[src/rtl/pitp_pkg.sv]
package pitp_pkg;

    localparam int QUEUE_DEPTH = 4;

    localparam int CH_W        = 8;
    localparam int VALUE_W     = 32;
    localparam int RADIX_W     = 2;
    localparam int DIGIT_W     = 4;
    localparam int OUT_TDATA_W = 48;
    localparam int OUT_PAD_W   = OUT_TDATA_W - VALUE_W - RADIX_W - CH_W;

    localparam logic [CH_W-1:0] CH_MINUS   = 8'h2D;
    localparam logic [CH_W-1:0] CH_ZERO    = 8'h30;
    localparam logic [CH_W-1:0] CH_SEVEN   = 8'h37;
    localparam logic [CH_W-1:0] CH_NINE    = 8'h39;
    localparam logic [CH_W-1:0] CH_X_LOWER = 8'h78;
    localparam logic [CH_W-1:0] CH_X_UPPER = 8'h58;
    localparam logic [CH_W-1:0] CH_A_LOWER = 8'h61;
    localparam logic [CH_W-1:0] CH_F_LOWER = 8'h66;
    localparam logic [CH_W-1:0] CH_A_UPPER = 8'h41;
    localparam logic [CH_W-1:0] CH_F_UPPER = 8'h46;
    localparam logic [CH_W-1:0] HEX_LETTER_OFFSET = 8'd10;

    typedef enum logic [RADIX_W-1:0] {
        RADIX_DEC = 2'd0,
        RADIX_OCT = 2'd1,
        RADIX_HEX = 2'd2
    } radix_t;

    typedef struct packed {
        logic [CH_W-1:0]    ch;
        logic               is_minus;
        logic               is_zero;
        logic               is_x;
        logic               ok_oct;
        logic               ok_dec;
        logic               ok_hex;
        logic [DIGIT_W-1:0] digit;
    } char_class_t;

endpackage

[src/rtl/pitp_front.sv]
module pitp_front
(
    input  logic                    s_axis_tvalid,
    output logic                    s_axis_tready,
    input  logic [7:0]              s_axis_tdata,
    input  logic                    q_full,
    output logic                    q_push,
    output pitp_pkg::char_class_t   q_wdata
);

    logic [pitp_pkg::CH_W-1:0] ch;
    logic                      is_dec_digit;
    logic                      is_lower_hex;
    logic                      is_upper_hex;

    assign ch            = s_axis_tdata[pitp_pkg::CH_W-1:0];
    assign s_axis_tready = !q_full;
    assign q_push        = s_axis_tvalid && !q_full;

    assign is_dec_digit = (ch >= pitp_pkg::CH_ZERO) && (ch <= pitp_pkg::CH_NINE);
    assign is_lower_hex = (ch >= pitp_pkg::CH_A_LOWER) && (ch <= pitp_pkg::CH_F_LOWER);
    assign is_upper_hex = (ch >= pitp_pkg::CH_A_UPPER) && (ch <= pitp_pkg::CH_F_UPPER);

    always_comb
    begin
        q_wdata.ch       = ch;
        q_wdata.is_minus = (ch == pitp_pkg::CH_MINUS);
        q_wdata.is_zero  = (ch == pitp_pkg::CH_ZERO);
        q_wdata.is_x     = (ch == pitp_pkg::CH_X_LOWER) || (ch == pitp_pkg::CH_X_UPPER);
        q_wdata.ok_oct   = (ch >= pitp_pkg::CH_ZERO) && (ch <= pitp_pkg::CH_SEVEN);
        q_wdata.ok_dec   = is_dec_digit;
        q_wdata.ok_hex   = is_dec_digit || is_lower_hex || is_upper_hex;
        if (is_lower_hex)
        begin
            q_wdata.digit = pitp_pkg::DIGIT_W'(ch - pitp_pkg::CH_A_LOWER
                                               + pitp_pkg::HEX_LETTER_OFFSET);
        end
        else if (is_upper_hex)
        begin
            q_wdata.digit = pitp_pkg::DIGIT_W'(ch - pitp_pkg::CH_A_UPPER
                                               + pitp_pkg::HEX_LETTER_OFFSET);
        end
        else
        begin
            q_wdata.digit = pitp_pkg::DIGIT_W'(ch - pitp_pkg::CH_ZERO);
        end
    end

endmodule

[src/rtl/pitp_queue.sv]
module pitp_queue
#(
    parameter int DEPTH = pitp_pkg::QUEUE_DEPTH
)
(
    input  logic                    clk,
    input  logic                    rst_n,
    input  logic                    push,
    input  pitp_pkg::char_class_t   wdata,
    output logic                    full,
    input  logic                    pop,
    output logic                    rvalid,
    output pitp_pkg::char_class_t   rdata
);

    localparam int PTR_W = (DEPTH > 2) ? $clog2(DEPTH) : 1;
    localparam int CNT_W = $clog2(DEPTH + 1);
    localparam logic [PTR_W-1:0] LAST_PTR = PTR_W'(DEPTH - 1);
    localparam logic [CNT_W-1:0] FULL_CNT = CNT_W'(DEPTH);

    pitp_pkg::char_class_t mem [DEPTH];
    pitp_pkg::char_class_t head_reg;

    logic [PTR_W-1:0] wr_ptr_reg;
    logic [PTR_W-1:0] wr_ptr_next;
    logic [PTR_W-1:0] rd_ptr_reg;
    logic [PTR_W-1:0] rd_ptr_next;
    logic [CNT_W-1:0] count_reg;
    logic [CNT_W-1:0] count_next;
    logic             head_valid_reg;
    logic             head_valid_next;
    logic             do_push;
    logic             do_pop;
    logic             load_head;
    logic             from_mem;
    logic             bypass;
    logic             mem_write;

    // The head word sits in a register; the memory holds the words behind it.
    assign full      = (count_reg == FULL_CNT);
    assign rvalid    = head_valid_reg;
    assign rdata     = head_reg;
    assign do_push   = push && !full;
    assign do_pop    = pop && head_valid_reg;
    assign load_head = !head_valid_reg || do_pop;
    assign from_mem  = load_head && (count_reg != '0);
    assign bypass    = load_head && (count_reg == '0) && do_push;
    assign mem_write = do_push && !bypass;

    always_comb
    begin
        wr_ptr_next     = wr_ptr_reg;
        rd_ptr_next     = rd_ptr_reg;
        count_next      = count_reg;
        head_valid_next = head_valid_reg;
        if (mem_write)
        begin
            wr_ptr_next = (wr_ptr_reg == LAST_PTR) ? '0 : wr_ptr_reg + 1'b1;
        end
        if (from_mem)
        begin
            rd_ptr_next = (rd_ptr_reg == LAST_PTR) ? '0 : rd_ptr_reg + 1'b1;
        end
        if (mem_write && !from_mem)
        begin
            count_next = count_reg + 1'b1;
        end
        else if (from_mem && !mem_write)
        begin
            count_next = count_reg - 1'b1;
        end
        if (load_head)
        begin
            head_valid_next = from_mem || bypass;
        end
    end

    always_ff @(posedge clk or negedge rst_n)
    begin
        if (!rst_n)
        begin
            wr_ptr_reg     <= '0;
            rd_ptr_reg     <= '0;
            count_reg      <= '0;
            head_valid_reg <= 1'b0;
        end
        else
        begin
            wr_ptr_reg     <= wr_ptr_next;
            rd_ptr_reg     <= rd_ptr_next;
            count_reg      <= count_next;
            head_valid_reg <= head_valid_next;
        end
    end

    always_ff @(posedge clk)
    begin
        if (mem_write)
        begin
            mem[wr_ptr_reg] <= wdata;
        end
        if (from_mem)
        begin
            head_reg <= mem[rd_ptr_reg];
        end
        else if (bypass)
        begin
            head_reg <= wdata;
        end
    end

endmodule

[src/rtl/pitp_back.sv]
module pitp_back
(
    input  logic                    clk,
    input  logic                    rst_n,
    input  logic                    q_valid,
    input  pitp_pkg::char_class_t   q_rdata,
    output logic                    q_pop,
    output logic                    out_valid,
    input  logic                    out_ready,
    output logic [31:0]             out_value,
    output logic [1:0]              out_radix_code,
    output logic [7:0]              out_end_char
);

    typedef enum logic [1:0] {
        PH_START  = 2'd0,
        PH_SIGN   = 2'd1,
        PH_ZERO   = 2'd2,
        PH_DIGITS = 2'd3
    } phase_t;

    phase_t                          phase_reg;
    phase_t                          phase_next;
    logic                            negative_reg;
    logic                            negative_next;
    pitp_pkg::radix_t                radix_reg;
    pitp_pkg::radix_t                radix_next;
    logic [pitp_pkg::VALUE_W-1:0]    acc_reg;
    logic [pitp_pkg::VALUE_W-1:0]    acc_next;
    logic                            out_valid_reg;
    logic                            out_valid_next;
    logic [pitp_pkg::VALUE_W-1:0]    value_reg;
    logic [pitp_pkg::VALUE_W-1:0]    value_next;
    logic [pitp_pkg::RADIX_W-1:0]    radix_code_reg;
    logic [pitp_pkg::RADIX_W-1:0]    radix_code_next;
    logic [pitp_pkg::CH_W-1:0]       end_char_reg;
    logic [pitp_pkg::CH_W-1:0]       end_char_next;

    logic                            run_digits;
    logic                            digit_ok;
    logic [pitp_pkg::VALUE_W-1:0]    acc_scaled;

    assign q_pop          = q_valid && (!out_valid_reg || out_ready);
    assign out_valid      = out_valid_reg;
    assign out_value      = value_reg;
    assign out_radix_code = radix_code_reg;
    assign out_end_char   = end_char_reg;

    always_comb
    begin
        unique case (radix_reg)
            pitp_pkg::RADIX_OCT:
            begin
                digit_ok   = q_rdata.ok_oct;
                acc_scaled = {acc_reg[28:0], 3'b000};
            end
            pitp_pkg::RADIX_HEX:
            begin
                digit_ok   = q_rdata.ok_hex;
                acc_scaled = {acc_reg[27:0], 4'b0000};
            end
            default:
            begin
                digit_ok   = q_rdata.ok_dec;
                acc_scaled = {acc_reg[28:0], 3'b000} + {acc_reg[30:0], 1'b0};
            end
        endcase
    end

    always_comb
    begin
        phase_next      = phase_reg;
        negative_next   = negative_reg;
        radix_next      = radix_reg;
        acc_next        = acc_reg;
        out_valid_next  = out_valid_reg && !out_ready;
        value_next      = value_reg;
        radix_code_next = radix_code_reg;
        end_char_next   = end_char_reg;
        run_digits      = 1'b0;

        if (q_pop)
        begin
            unique case (phase_reg)
                PH_START:
                begin
                    if (q_rdata.is_minus)
                    begin
                        negative_next = 1'b1;
                        phase_next    = PH_SIGN;
                    end
                    else if (q_rdata.is_zero)
                    begin
                        radix_next = pitp_pkg::RADIX_OCT;
                        phase_next = PH_ZERO;
                    end
                    else
                    begin
                        run_digits = 1'b1;
                    end
                end
                PH_SIGN:
                begin
                    if (q_rdata.is_zero)
                    begin
                        radix_next = pitp_pkg::RADIX_OCT;
                        phase_next = PH_ZERO;
                    end
                    else
                    begin
                        run_digits = 1'b1;
                    end
                end
                PH_ZERO:
                begin
                    if (q_rdata.is_x)
                    begin
                        radix_next = pitp_pkg::RADIX_HEX;
                        phase_next = PH_DIGITS;
                    end
                    else
                    begin
                        run_digits = 1'b1;
                    end
                end
                PH_DIGITS:
                begin
                    run_digits = 1'b1;
                end
            endcase

            if (run_digits)
            begin
                phase_next = PH_DIGITS;
                if (digit_ok)
                begin
                    acc_next = acc_scaled
                               + {{(pitp_pkg::VALUE_W-pitp_pkg::DIGIT_W){1'b0}},
                                  q_rdata.digit};
                end
                else
                begin
                    out_valid_next  = 1'b1;
                    value_next      = negative_reg ? (~acc_reg + 1'b1) : acc_reg;
                    radix_code_next = radix_reg;
                    end_char_next   = q_rdata.ch;
                    phase_next      = PH_START;
                    negative_next   = 1'b0;
                    radix_next      = pitp_pkg::RADIX_DEC;
                    acc_next        = '0;
                end
            end
        end
    end

    always_ff @(posedge clk or negedge rst_n)
    begin
        if (!rst_n)
        begin
            phase_reg      <= PH_START;
            negative_reg   <= 1'b0;
            radix_reg      <= pitp_pkg::RADIX_DEC;
            acc_reg        <= '0;
            out_valid_reg  <= 1'b0;
            value_reg      <= '0;
            radix_code_reg <= '0;
            end_char_reg   <= '0;
        end
        else
        begin
            phase_reg      <= phase_next;
            negative_reg   <= negative_next;
            radix_reg      <= radix_next;
            acc_reg        <= acc_next;
            out_valid_reg  <= out_valid_next;
            value_reg      <= value_next;
            radix_code_reg <= radix_code_next;
            end_char_reg   <= end_char_next;
        end
    end

endmodule

[src/rtl/prefixed_integer_text_parser.sv]
// A number's end character is registered in the queue head, then its result in the back
// end output register on m_axis; it is later only while earlier words still wait after an
// m_axis stall. Throughput: one character per cycle while m_axis does not stall; the
// accumulator update in the back end sets this. The character queue lets input continue
// for up to QUEUE_DEPTH + 1 words while a result waits. Reset is asynchronous and active
// low; it empties the queue and returns the parser to its start state, no result pending.
module prefixed_integer_text_parser
#(
    parameter int QUEUE_DEPTH = pitp_pkg::QUEUE_DEPTH
)
(
    input  logic        clk,
    input  logic        rst_n,
    input  logic        s_axis_tvalid,
    output logic        s_axis_tready,
    // [7:0] ch
    input  logic [7:0]  s_axis_tdata,
    output logic        m_axis_tvalid,
    input  logic        m_axis_tready,
    // [31:0] value, [33:32] radix_code, [41:34] end_char, [47:42] zero
    output logic [47:0] m_axis_tdata
);

    pitp_pkg::char_class_t q_wdata;
    pitp_pkg::char_class_t q_rdata;
    logic                  q_push;
    logic                  q_full;
    logic                  q_pop;
    logic                  q_valid;
    logic [31:0]           out_value;
    logic [1:0]            out_radix_code;
    logic [7:0]            out_end_char;

    pitp_front u_front
    (
        .s_axis_tvalid (s_axis_tvalid),
        .s_axis_tready (s_axis_tready),
        .s_axis_tdata  (s_axis_tdata),
        .q_full        (q_full),
        .q_push        (q_push),
        .q_wdata       (q_wdata)
    );

    pitp_queue
    #(
        .DEPTH (QUEUE_DEPTH)
    )
    u_queue
    (
        .clk    (clk),
        .rst_n  (rst_n),
        .push   (q_push),
        .wdata  (q_wdata),
        .full   (q_full),
        .pop    (q_pop),
        .rvalid (q_valid),
        .rdata  (q_rdata)
    );

    pitp_back u_back
    (
        .clk            (clk),
        .rst_n          (rst_n),
        .q_valid        (q_valid),
        .q_rdata        (q_rdata),
        .q_pop          (q_pop),
        .out_valid      (m_axis_tvalid),
        .out_ready      (m_axis_tready),
        .out_value      (out_value),
        .out_radix_code (out_radix_code),
        .out_end_char   (out_end_char)
    );

    assign m_axis_tdata = {{pitp_pkg::OUT_PAD_W{1'b0}}, out_end_char, out_radix_code, out_value};

endmodule

[config.mk]
export PLATFORM = sky130hd
export DESIGN_NAME = prefixed_integer_text_parser
export DESIGN_NICKNAME = d
export VERILOG_FILES = /design/src/rtl/pitp_pkg.sv /design/src/rtl/pitp_front.sv /design/src/rtl/pitp_queue.sv /design/src/rtl/pitp_back.sv /design/src/rtl/prefixed_integer_text_parser.sv
export SDC_FILE = /design/constraint.sdc
export NUM_CORES = 1
export LEC_CHECK = 0
export BUFFER_PORTS_ARGS = -buffer_cell sky130_fd_sc_hd__buf_2
export CORE_MARGIN = 10
export CORE_UTILIZATION = 55
export DETAILED_ROUTE_END_ITERATION = 6
export PLACE_DENSITY = 0.8
export SLEW_MARGIN = 30
export SYNTH_ARGS = -nofsm -noshare
export SYNTH_HDL_FRONTEND = slang
export SYNTH_SLANG_ARGS = --single-unit
export TNS_END_PERCENT = 5
[constraint.sdc]
create_clock -name clk -period 9.2 [get_ports clk]
set_clock_uncertainty 0.2 [all_clocks]
set_input_delay 0 -clock clk [delete_from_list [all_inputs] [get_ports clk]]
set_output_delay 0 -clock clk [all_outputs]
set_load 0.005 [all_outputs]
==> impl_results.md, run 1 <==
- Ys flop type: edfxtp_1
- WP data arrival: 4.92 ns
- Max FFs per register: 72
- Ys Warns: 0
- Antenna violations before repair: 1
- Crit path from: u_back.radix_reg[0]
- First-pass GRT wire length: 46,000 um
- Die Height: 162 um
- Max VDD drop: 0.000197 V
- # diodes: 0
- Post-DP HPWL: 18,900 um
- Post-synth top area cell: edfxtp_1
- Slew headroom: 35.6%
- TritonRoute pass-1 iters: 6
- TritonCTS Buffers: 17
- Yosys cell types: 98
- Post-synth EDFFs: 90
- Max Cap Viol: 0
- Via density: ~6.4
- NetSw: 1.66 mW
- Drt drc: 0
- Comb power frac: between 40% and 50%
- Number of clock sinks: 178
- Post-CTS Hold Buffers: 13
- RR Startpoint: u_back.radix_reg[0]
- # rows: 51
- Critical setup path kind: register to register
- Worst endpoint required time: 9.34 ns
- Core ar.: around 20,000 um2
- Final Max Tran Viols: 0
- Io pins: 62
- Syn_area_per_cell: 10.1 um2
- Tightest Hold Check Type: primary input to register
- Synth Cell Area: 11,100 um2
- Worst R2R Path Depth: 15
- Commonest non-fill, non-tap cell in the layout: nand2_1
- Synth Register Bits: between 150 and 200
- Crit-path max cell delay: 0.58 ns
- Fmax: 209 MHz
- Worst Tran Pin Value: 0.966 ns
- Mapped Cells: 1,104
- Share of the synthesized area in the top cell type: 24.3%
- Post CTS Setup Buffer Count: 0
- Fill cells: between 1,500 and 2,000
- Grt ovf: 0
- GRT Util Overall: 21.4%
- Pwr/cell area: 318 nW/um2
- Worst Hold Depth: 2
- Final WL: around 28,000 um
- Final GP Congestion: ~0.9
- Die Span X: 162 um
- Commonest non-fill, non-tap cells in the layout: nand2_1, o21ai_0, edfxtp_1, dfrtp_1, nor2_1
- Final cycle utilization of the critical path: 52.0%
- Setup_tns: 0 ns
- Min-delay src: s_axis_tdata[5]
- Switching Share: between 40% and 50%
- Via count: ~9,000
- Clock slew at reported path FFs: 0.07 ns
- Number of global-route vias before repair: 8,824
- CP max FO: 71
- Critical-path cell list: inv_1, ha_2, buf_4, inv_2, nor2_1, ha_1, a21o_1, a21oi_1, nor3b_1, o21ai_1, nor4b_2, and4_4, or3b_4, o31a_1, o31ai_1
- Synth area leaders: edfxtp_1, dfrtp_1, nand2_1
- Largest net degree at the start of global routing: 72
- Number of setup violations in the final report: 0
- FFs w/ async S/R, synth: around half
- Routed wire length per instance: 19.7 um
- Starting density of the core: 56.5%
- Fin crit period: 4.78 ns
- Setup WS post-layout: between 4 and 5 ns
- Clk pwr share: 19.0%
- Clock latency on the worst-skew pair: 0.43 ns
- P_int: 2.23 mW
- Antenna-violating nets left: 0
- Crit path launch type: register
- Crit path to: u_back.acc_reg[30]
- Die ar.: about 26,000 um2
- Reg2reg end: u_back.acc_reg[30]
- Synth-to-layout area growth: 10.2%
- Share of cells above drive strength 1: 14.9%
- Leakage: 5.01 nW
- RSZ-0062 raised after global routing: no
- Critical path's slowest cell: buf_4
- CTS tree: built
- Part of the power in registers: 34.4%
- CTS resizes: 0
- Final nets: 1,199
- Initial DRC Count: 873
- Max Root-Sink Buffers: 2
- Setup WS pre-CTS: about 4.5 ns
- Buffers on Ports: 55
- Status: finished clean
- Final hold viol count: 0
- Flop-to-flop setup slack: 4.42 ns
- CP Capture Type: register
- Root buffer cell: clkbuf_16
- CTS H-tree depth: 4
- Seq/Total Area, Yosys: between 40 and 50%
cells in the mapped netlist (10+ instances only):
library cell / n
nand2_1: 165
o21ai_0: 96
edfxtp_1: 90
dfrtp_1: 88
nor2_1: 57
a21oi_1: 50
ha_1: 48
clkbuf_1: 38
xor2_1: 38
inv_1: 22
o31ai_1: 21
xnor2_1: 20
nor3_1: 19
mux4_2: 18
nand3_1: 18
mux2_2: 17
buf_2: 16
or3_1: 16
and2_1: 14
a221oi_1: 13
nand4_1: 12
o21a_1: 11
o21ai_1: 10
metrics by stage:
stage	power, mW	util (%)	area (um2)	std cells	hold WS (ns)
2_1_floorplan	2.64	-	11100	1109	-0.496
3_3_place_gp	3.07	58.5	11500	1369	-0.224
3_5_place_dp	3.12	58.5	11500	1369	-0.224
4_1_cts	3.88	62.2	12200	1414	0.168
5_1_grt	4.17	62.3	12200	1414	0.210
6_report	3.89	62.3	12200	1414	0.202
worst min path at each step:
stage | endpoint | slack (ns)
after detailed placement | u_back.out_value[2] | -0.22
after floorplan | u_back.acc_reg[0] | -0.50
final | u_queue.mem[3][15] | 0.20
after CTS | u_queue.mem[0][17] | 0.17
after global routing | u_queue.mem[1][15] | 0.21
after global placement | u_back.out_value[0] | -0.22
worst max-delay path: cells and delay by family, from the launching register on:
kind | cells | cell delay, ns
flip-flops | 1 | 0.40
buffers and inverters | 3 | 1.00
AND/OR/NAND/NOR | 5 | 1.71
AO/OA/AOI/OAI | 5 | 0.85
adder cells (fa/ha/maj) | 2 | 0.50
metal layers:
metal  track usage, %  vias to the layer above  share of wire, %
met5                0                        -                 0
met4             5.83                        0               1.7
met3             5.11                       43               8.2
met2             33.7                      385                46
met1             29.0                     4387                44
li1                 -                     4180                 -
final cells by class:
type,count,area [um2],share of cell area [%]
well taps,265,332,2.71
repair buffers,76,478,3.91
multi-input cells,840,5830,47.7
clock inverters,13,168,1.37
flip-flops and latches,178,4910,40.1
clock buffers,19,433,3.54
inverters,23,86.3,0.706
power groups by stage:
| stage | clock (mW) | combinational, mW | sequential [mW] |
|---|---|---|---|
| floorplan | 0 | 1.39 | 1.25 |
| global placement | 0 | 1.74 | 1.33 |
| detailed placement | 0 | 1.78 | 1.35 |
| CTS | 0.745 | 1.80 | 1.33 |
| global route | 0.782 | 2.02 | 1.37 |
| finish | 0.738 | 1.81 | 1.34 |
cells by family after synthesis:
logic type               after synthesis  synth area share, %
AO/OA/AOI/OAI                        306                 18.6
XOR/XNOR                              58                 4.57
adder cells (fa/ha/maj)               51                 5.95
buffers and inverters                 91                 3.57
flip-flops                           178                 44.2
multiplexers                          40                 5.82
other                                  1               0.0338
AND/OR/NAND/NOR                      379                 17.3
Note: power is estimated with default switching activity, not from simulation.
==> run 2: changes to the inputs <==
--- a/config.mk
+++ b/config.mk
@@ -9,7 +9,7 @@
 export CORE_MARGIN = 10
 export CORE_UTILIZATION = 55
 export DETAILED_ROUTE_END_ITERATION = 6
-export PLACE_DENSITY = 0.8
+export PLACE_DENSITY = 0.83
 export SLEW_MARGIN = 30
 export SYNTH_ARGS = -nofsm -noshare
 export SYNTH_HDL_FRONTEND = slang
==> constraint.sdc (replaced) <==
create_clock -name clk -period 4.4 [get_ports clk]
set_clock_uncertainty 0.2 [all_clocks]
set_input_delay 0 -clock clk [delete_from_list [all_inputs] [get_ports clk]]
set_output_delay 0 -clock clk [all_outputs]
set_load 0.005 [all_outputs]
==> impl_results.md, run 2 (synthesized netlist as in run 1, its figures left out) <==
- Status: finished clean
- Critical path's slowest cell: dfrtp_1
- TritonRoute pass-1 iters: 5 (-1)
- Pwr Total: 8.34 mW (+110%)
- Worst endpoint required time: 4.54 ns (-4.80 ns)
- Critical-path cell list: ha_1, fa_1, a211oi_1, o211ai_1, o211ai_1, and2_1, o311a_1, nand3_1, or3_1, o31a_1, o31ai_1
- Max Root-Sink Buffers: 2 (unchanged)
- P_int: 4.70 mW (+110%)
- Max Cap Viol: 0 (unchanged)
- Placed cell areas: 11,600 um2 (+1.3%)
- Crit-path most repeated cell: o211ai_1
- Via density: 6.35 (-0.13%)
- CTS tree: built
- Top routing layer in use: met4
- Pwr/cell area: 671 nW/um2 (+110%)
- # diodes: 0 (unchanged)
- Post-Route Utilization: 63.2% (+0.99 points)
- CTS H-tree depth: 4 (unchanged)
- CP Capture Type: register
- Via count: 9,104 (+1.2%)
- Buffers on Ports: 55 (unchanged)
- Crit-path max cell delay: 0.47 ns (-0.11 ns)
- Final hold viol count: 0 (unchanged)
- Setup_tns: 0 ns (unchanged)
- Die Span X: 162 um (unchanged)
- Final WL: 29,000 um (+4.1%)
- Buf+Inv Stages, Crit Path: 0 (-3)
- Comb power frac: 47.8% (+1.2 points)
- Fill cells: 1,544 (+1.2%)
- Synth-to-layout area growth: 11.9%
- Placed Cells: 1,388 (+1.4%)
- Leakage: 5.14 nW (+2.4%)
- Setup WS pre-CTS: 0.386 ns (-4.16 ns)
- Slew headroom: 33.9% (-1.7 points)
- Critical setup path kind: register to register
- First-pass GRT wire length: 47,300 um (+2.8%)
- TritonCTS Buffers: 17 (unchanged)
- Antenna violations before repair: 0 (-1)
- Grt ovf: 0 (unchanged)
- Tightest Hold Check Type: primary input to register
- Max FFs per register: 72 (unchanged)
- Number of clock sinks: 178 (unchanged)
- Met2 wire length: 13,500 um (+5.2%)
- CP max FO: 7 (-90%)
- Final hold slack: 0.193 ns (-0.00943 ns)
- Starting density of the core: 56.5% (unchanged)
- Number of setup violations in the final report: 0 (unchanged)
- CTS resizes: 0 (unchanged)
- WP data arrival: 4.31 ns (-0.61 ns)
- Fin crit period: 4.17 ns (-0.616 ns)
- Clock latency on the worst-skew pair: 0.44 ns (about the same)
- Die ar.: 26,300 um2 (unchanged)
- Core ar.: 19,700 um2 (unchanged)
- Flop-to-flop setup slack: 0.23 ns (-4.18 ns)
- Fmax: 240 MHz (+15%)
- Post CTS Setup Buffer Count: 0 (unchanged)
- Final instance area: 12,400 um2 (+1.6%)
- Max VDD drop: 0.000497 V (+150%)
- Final cycle utilization of the critical path: 94.7% (+43 points)
- Part of the power in registers: 33.1% (-1.3 points)
- Commonest non-fill, non-tap cell in the layout: nand2_1
- Drt drc: 0 (unchanged)
- Largest net degree at the start of global routing: 63 (-13%)
- RSZ-0062 raised after global routing: no
- GRT Util Overall: 22.0% (+0.62 points)
- Worst Tran Pin Value: 0.991 ns (+0.0253 ns)
- Post-DP HPWL: 19,800 um (+4.6%)
- Area of the multi-input gates: 5840 um2 (+0.17%)
- Root buffer cell: clkbuf_16
- Met3 WL: 2460 um (+8.2%)
- Final nets: 1,218 (+1.6%)
- Die Height: 162 um (unchanged)
- CP top delay family: compound AO/OA/AOI/OAI gates
- Initial DRC Count: 895 (+2.5%)
- Setup WS post-layout: 0.231 ns (-4.18 ns)
- Routed wire length per instance: 20.2 um (+2.7%)
- # rows: 51 (unchanged)
- M1 WL: 12,500 um (+2.0%)
- Crit path launch type: register
- Number of global-route vias before repair: 8,902 (+0.88%)
- Sequential cell area: 4910 um2 (unchanged)
- Io pins: 62 (unchanged)
- Switching Share: 43.6% (+1.1 points)
- Clk pwr share: 19.1% (about the same)
- Antenna-violating nets left: 0 (unchanged)
- Commonest non-fill, non-tap cells in the layout: nand2_1, o21ai_0, edfxtp_1, dfrtp_1, nor2_1
- Final GP Congestion: 0.962 (+6.7%)
- Non-Filler Instances: 1,433 (+1.3%)
- Clock slew at reported path FFs: 0.08 ns (about the same)
- Final Max Tran Viols: 0 (unchanged)
- NetSw: 3.64 mW (+120%)
- Share of cells above drive strength 1: 16.4% (+1.6 points)
-- run 2: final cells by class --
| type | count | area share, % |
|---|---|---|
| Sequential cell | 178 | 39.5 |
| Timing Repair Buffer | 95 | 5.05 |
| Clock inverter | 15 | 1.68 |
| Multi-Input combinational cell | 840 | 47.0 |
| Inverter | 23 | 0.695 |
| Tap cell | 265 | 2.67 |
| Clock buffer | 17 | 3.42 |
-- run 2: final timing paths --
check	startpoint	end	depth (start not counted)
min in group asynchronous	rst_n	u_back.out_value[3]	4
setup / recovery	u_back.acc_reg[0]	u_back.acc_reg[30]	11
setup reg to reg	u_back.acc_reg[0]	u_back.acc_reg[30]	11
hold reg to reg	u_queue.rdata[17]	u_back.out_end_char[7]	2
hold / removal	s_axis_tdata[5]	u_queue.mem[2][15]	2
max in group asynchronous	rst_n	u_queue.count_reg[0]	4
-- run 2: power groups by stage --
| stage | registers [mW] | clock network [mW] | logic [mW] |
|---|---|---|---|
| after detailed placement | 2.77 | 0 | 3.85 |
| after floorplan | 2.61 | 0 | 2.90 |
| after CTS | 2.75 | 1.61 | 3.93 |
| after global routing | 2.82 | 1.69 | 4.39 |
| after global placement | 2.74 | 0 | 3.73 |
| final | 2.76 | 1.60 | 3.98 |
-- run 2: routing by layer --
layer | up-vias | global-route usage, %
met5 | - | 0
met4 | 0 | 5.75
met3 | 42 | 5.81
met2 | 401 | 35.1
met1 | 4439 | 29.2
li1 | 4222 | -
-- run 2: what timing repair did --
action | in CTS | in global routing
setup endpoints to repair | 0 | 0
hold buffers | 13 | 0
endpoints found under the hold margin | 121 | 0
==> run 3: changes to the inputs <==
--- a/config.mk
+++ b/config.mk
@@ -9,7 +9,7 @@
 export CORE_MARGIN = 10
 export CORE_UTILIZATION = 55
 export DETAILED_ROUTE_END_ITERATION = 6
-export PLACE_DENSITY = 0.83
+export PLACE_DENSITY = 0.8
 export SLEW_MARGIN = 30
 export SYNTH_ARGS = -nofsm -noshare
 export SYNTH_HDL_FRONTEND = slang
==> constraint.sdc (replaced) <==
create_clock -name clk -period 4.3 [get_ports clk]
set_clock_uncertainty 0.2 [all_clocks]
set_input_delay 0 -clock clk [delete_from_list [all_inputs] [get_ports clk]]
set_output_delay 0 -clock clk [all_outputs]
set_load 0.005 [all_outputs]
==> impl_results.md, run 3 (synthesized netlist as in run 1, its figures left out) <==
- Status: finished clean
- Slew headroom: 33.6% (-0.31 points)
- Io pins: 62 (unchanged)
- Final hold viol count: 0 (unchanged)
- Post-DP HPWL: 19,300 um (-2.3%)
- Number of global-route vias before repair: 8,733 (-1.9%)
- Crit-path max cell delay: 0.46 ns (about the same)
- Reg2reg end: u_back.acc_reg[30]
- Antenna-violating nets left: 0 (unchanged)
- Placed Cells: 1,386 (-0.14%)
- RR Startpoint: u_back.acc_reg[0]
- Commonest non-fill, non-tap cell in the layout: nand2_1
- Largest net degree at the start of global routing: 63 (unchanged)
- Fmax: 244 MHz (+1.9%)
- Core ar.: 19,700 um2 (unchanged)
- Final GP Congestion: 0.931 (-3.2%)
- Post-Route Utilization: 62.8% (-0.40 points)
- Leakage: 5.10 nW (-0.69%)
- Buffers on Ports: 55 (unchanged)
- Number of setup violations in the final report: 0 (unchanged)
- Final cycle utilization of the critical path: 95.1% (+0.41 points)
- Final nets: 1,216 (-0.16%)
- Max FFs per register: 72 (unchanged)
- CP max FO: 7 (unchanged)
- CTS tree: built
- Die ar.: 26,300 um2 (unchanged)
- Hold Path Sink: u_queue.mem[1][15]
- Die Span X: 162 um (unchanged)
- Placed cell areas: 11,600 um2 (-0.13%)
- Worst Tran Pin Value: 0.996 ns (+0.00468 ns)
- Routed wire length per instance: 19.5 um (-3.3%)
- Worst endpoint required time: 4.43 ns (-0.11 ns)
- GRT Util Overall: 21.2% (-0.87 points)
- Antenna violations before repair: 0 (unchanged)
- TritonRoute pass-1 iters: 6 (+1)
- TritonCTS Buffers: 17 (unchanged)
- Setup_tns: 0 ns (unchanged)
- Via density: 6.34 (-0.25%)
- Number of clock sinks: 178 (unchanged)
- CTS resizes: 0 (unchanged)
- Max Root-Sink Buffers: 2 (unchanged)
- Crit-path most repeated cell: o211ai_1
- Drt drc: 0 (unchanged)
- Flop-to-flop setup slack: 0.21 ns (-0.02 ns)
- Critical setup path kind: register to register
- Final hold slack: 0.208 ns (+0.0154 ns)
- Worst R2R Path Depth: 11 (unchanged)
- Fin crit period: 4.09 ns (-0.0772 ns)
- Final WL: 28,000 um (-3.4%)
- Crit path launch type: register
- Critical-path cell list: ha_1, fa_1, a211oi_1, o211ai_1, o211ai_1, and2_1, o311a_1, nand3_1, or3_1, o31a_1, o31ai_1
- Non-Filler Instances: 1,431 (-0.14%)
- Via count: 9,069 (-0.38%)
- Starting density of the core: 56.5% (unchanged)
- CP Capture Type: register
- Final Max Tran Viols: 0 (unchanged)
- Grt ovf: 0 (unchanged)
- Min-delay src: s_axis_tdata[5]
- Initial DRC Count: 865 (-3.4%)
- Clock slew at reported path FFs: 0.07 ns (about the same)
- Pwr/cell area: 676 nW/um2 (+0.75%)
- Commonest non-fill, non-tap cells in the layout: nand2_1, o21ai_0, edfxtp_1, dfrtp_1, nor2_1
- WP data arrival: 4.22 ns (-0.09 ns)
- Fill cells: 1,590 (+3.0%)
- Max Cap Viol: 0 (unchanged)
- # diodes: 0 (unchanged)
- RSZ-0062 raised after global routing: no
- Critical path's slowest cell: fa_1
- Share of cells above drive strength 1: 16.2% (-0.23 points)
- Synth-to-layout area growth: 11.2%
- Clock latency on the worst-skew pair: 0.43 ns (about the same)
- First-pass GRT wire length: 45,500 um (-3.7%)
- # rows: 51 (unchanged)
- Tightest Hold Check Type: primary input to register
- Final instance area: 12,400 um2 (-0.63%)
- Max VDD drop: 0.000483 V (-2.8%)
- Root buffer cell: clkbuf_16
- Die Height: 162 um (unchanged)
- Worst Hold Depth: 2 (unchanged)
- CTS H-tree depth: 4 (unchanged)
-- run 3: changes by cell type in the layout (fill, tap and decap cells not counted) --
cell / change
clkbuf_1: +1
inv_6: +4
clkinv_1: +1
inv_8: -2
bufinv_16: -1
clkinv_4: +2
and2_1: -1
inv_12: -1
clkinvlp_4: -1
buf_4: -2
and2_2: +1
clkinv_8: -3
-- run 3: area by class of cell --
type / count / area (um2) / share of cell area [%]
Multi-Input combinational cell: 840 / 5850 / 47.3
Inverter: 23 / 86.3 / 0.699
Sequential cell: 178 / 4910 / 39.7
Clock buffer: 18 / 429 / 3.47
Tap cell: 265 / 332 / 2.68
Timing Repair Buffer: 93 / 613 / 4.96
Clock inverter: 14 / 140 / 1.13
-- run 3: power breakdown --
group / total [mW] / internal, mW / switching (mW)
combinational: 4.05 / 1.58 / 2.47
clock: 1.49 / 0.772 / 0.717
sequential: 2.81 / 2.38 / 0.432
-- run 3: how the worst max path moves through the flow --
stage / startpoint / end / slack, ns / cells past startpoint
final: u_back.acc_reg[0] / u_back.acc_reg[30] / 0.21 / 11
after global routing: u_back.acc_reg[0] / u_back.acc_reg[31] / 0.03 / 11
after detailed placement: u_back.acc_reg[0] / u_back.acc_reg[30] / 0.37 / 11
after global placement: u_back.acc_reg[0] / u_back.acc_reg[30] / 0.43 / 11
after floorplan: u_back.radix_reg[0] / u_back.acc_reg[30] / 0.08 / 17
after CTS: u_back.acc_reg[0] / u_back.acc_reg[30] / 0.30 / 11
-- run 3: what timing repair did --
item                                    in CTS  in global routing
endpoints found under the setup margin       0                  0
hold buffers                                13                  0
buffers inserted                             0                  0
endpoints found under the hold margin      121                  0
-- run 3: layer usage --
layer  vias to the layer above  track usage [%]  wire length (um)
li1                       4223                -                 -
met1                      4381             28.8             11900
met2                       419             33.9             13100
met3                        46             4.63              2500
met4                         0             4.88               457
met5                         -                0                 0
-- run 3: critical path, delay by kind of cell, from the launching register on --
kind	cells	cell delay [ns]
and+or+nand+nor	3	0.90
DFF	1	0.45
adders and majority gates	2	0.72
AOI/OAI and AO/OA	6	1.73
-- run 3: stage by stage --
stage               setup slack [ns]  power (mW)
floorplan                     0.0830        5.64
global placement               0.429        6.63
detailed placement             0.366        6.77
CTS                            0.302        8.31
global route                  0.0256        8.92
finish                         0.209        8.35
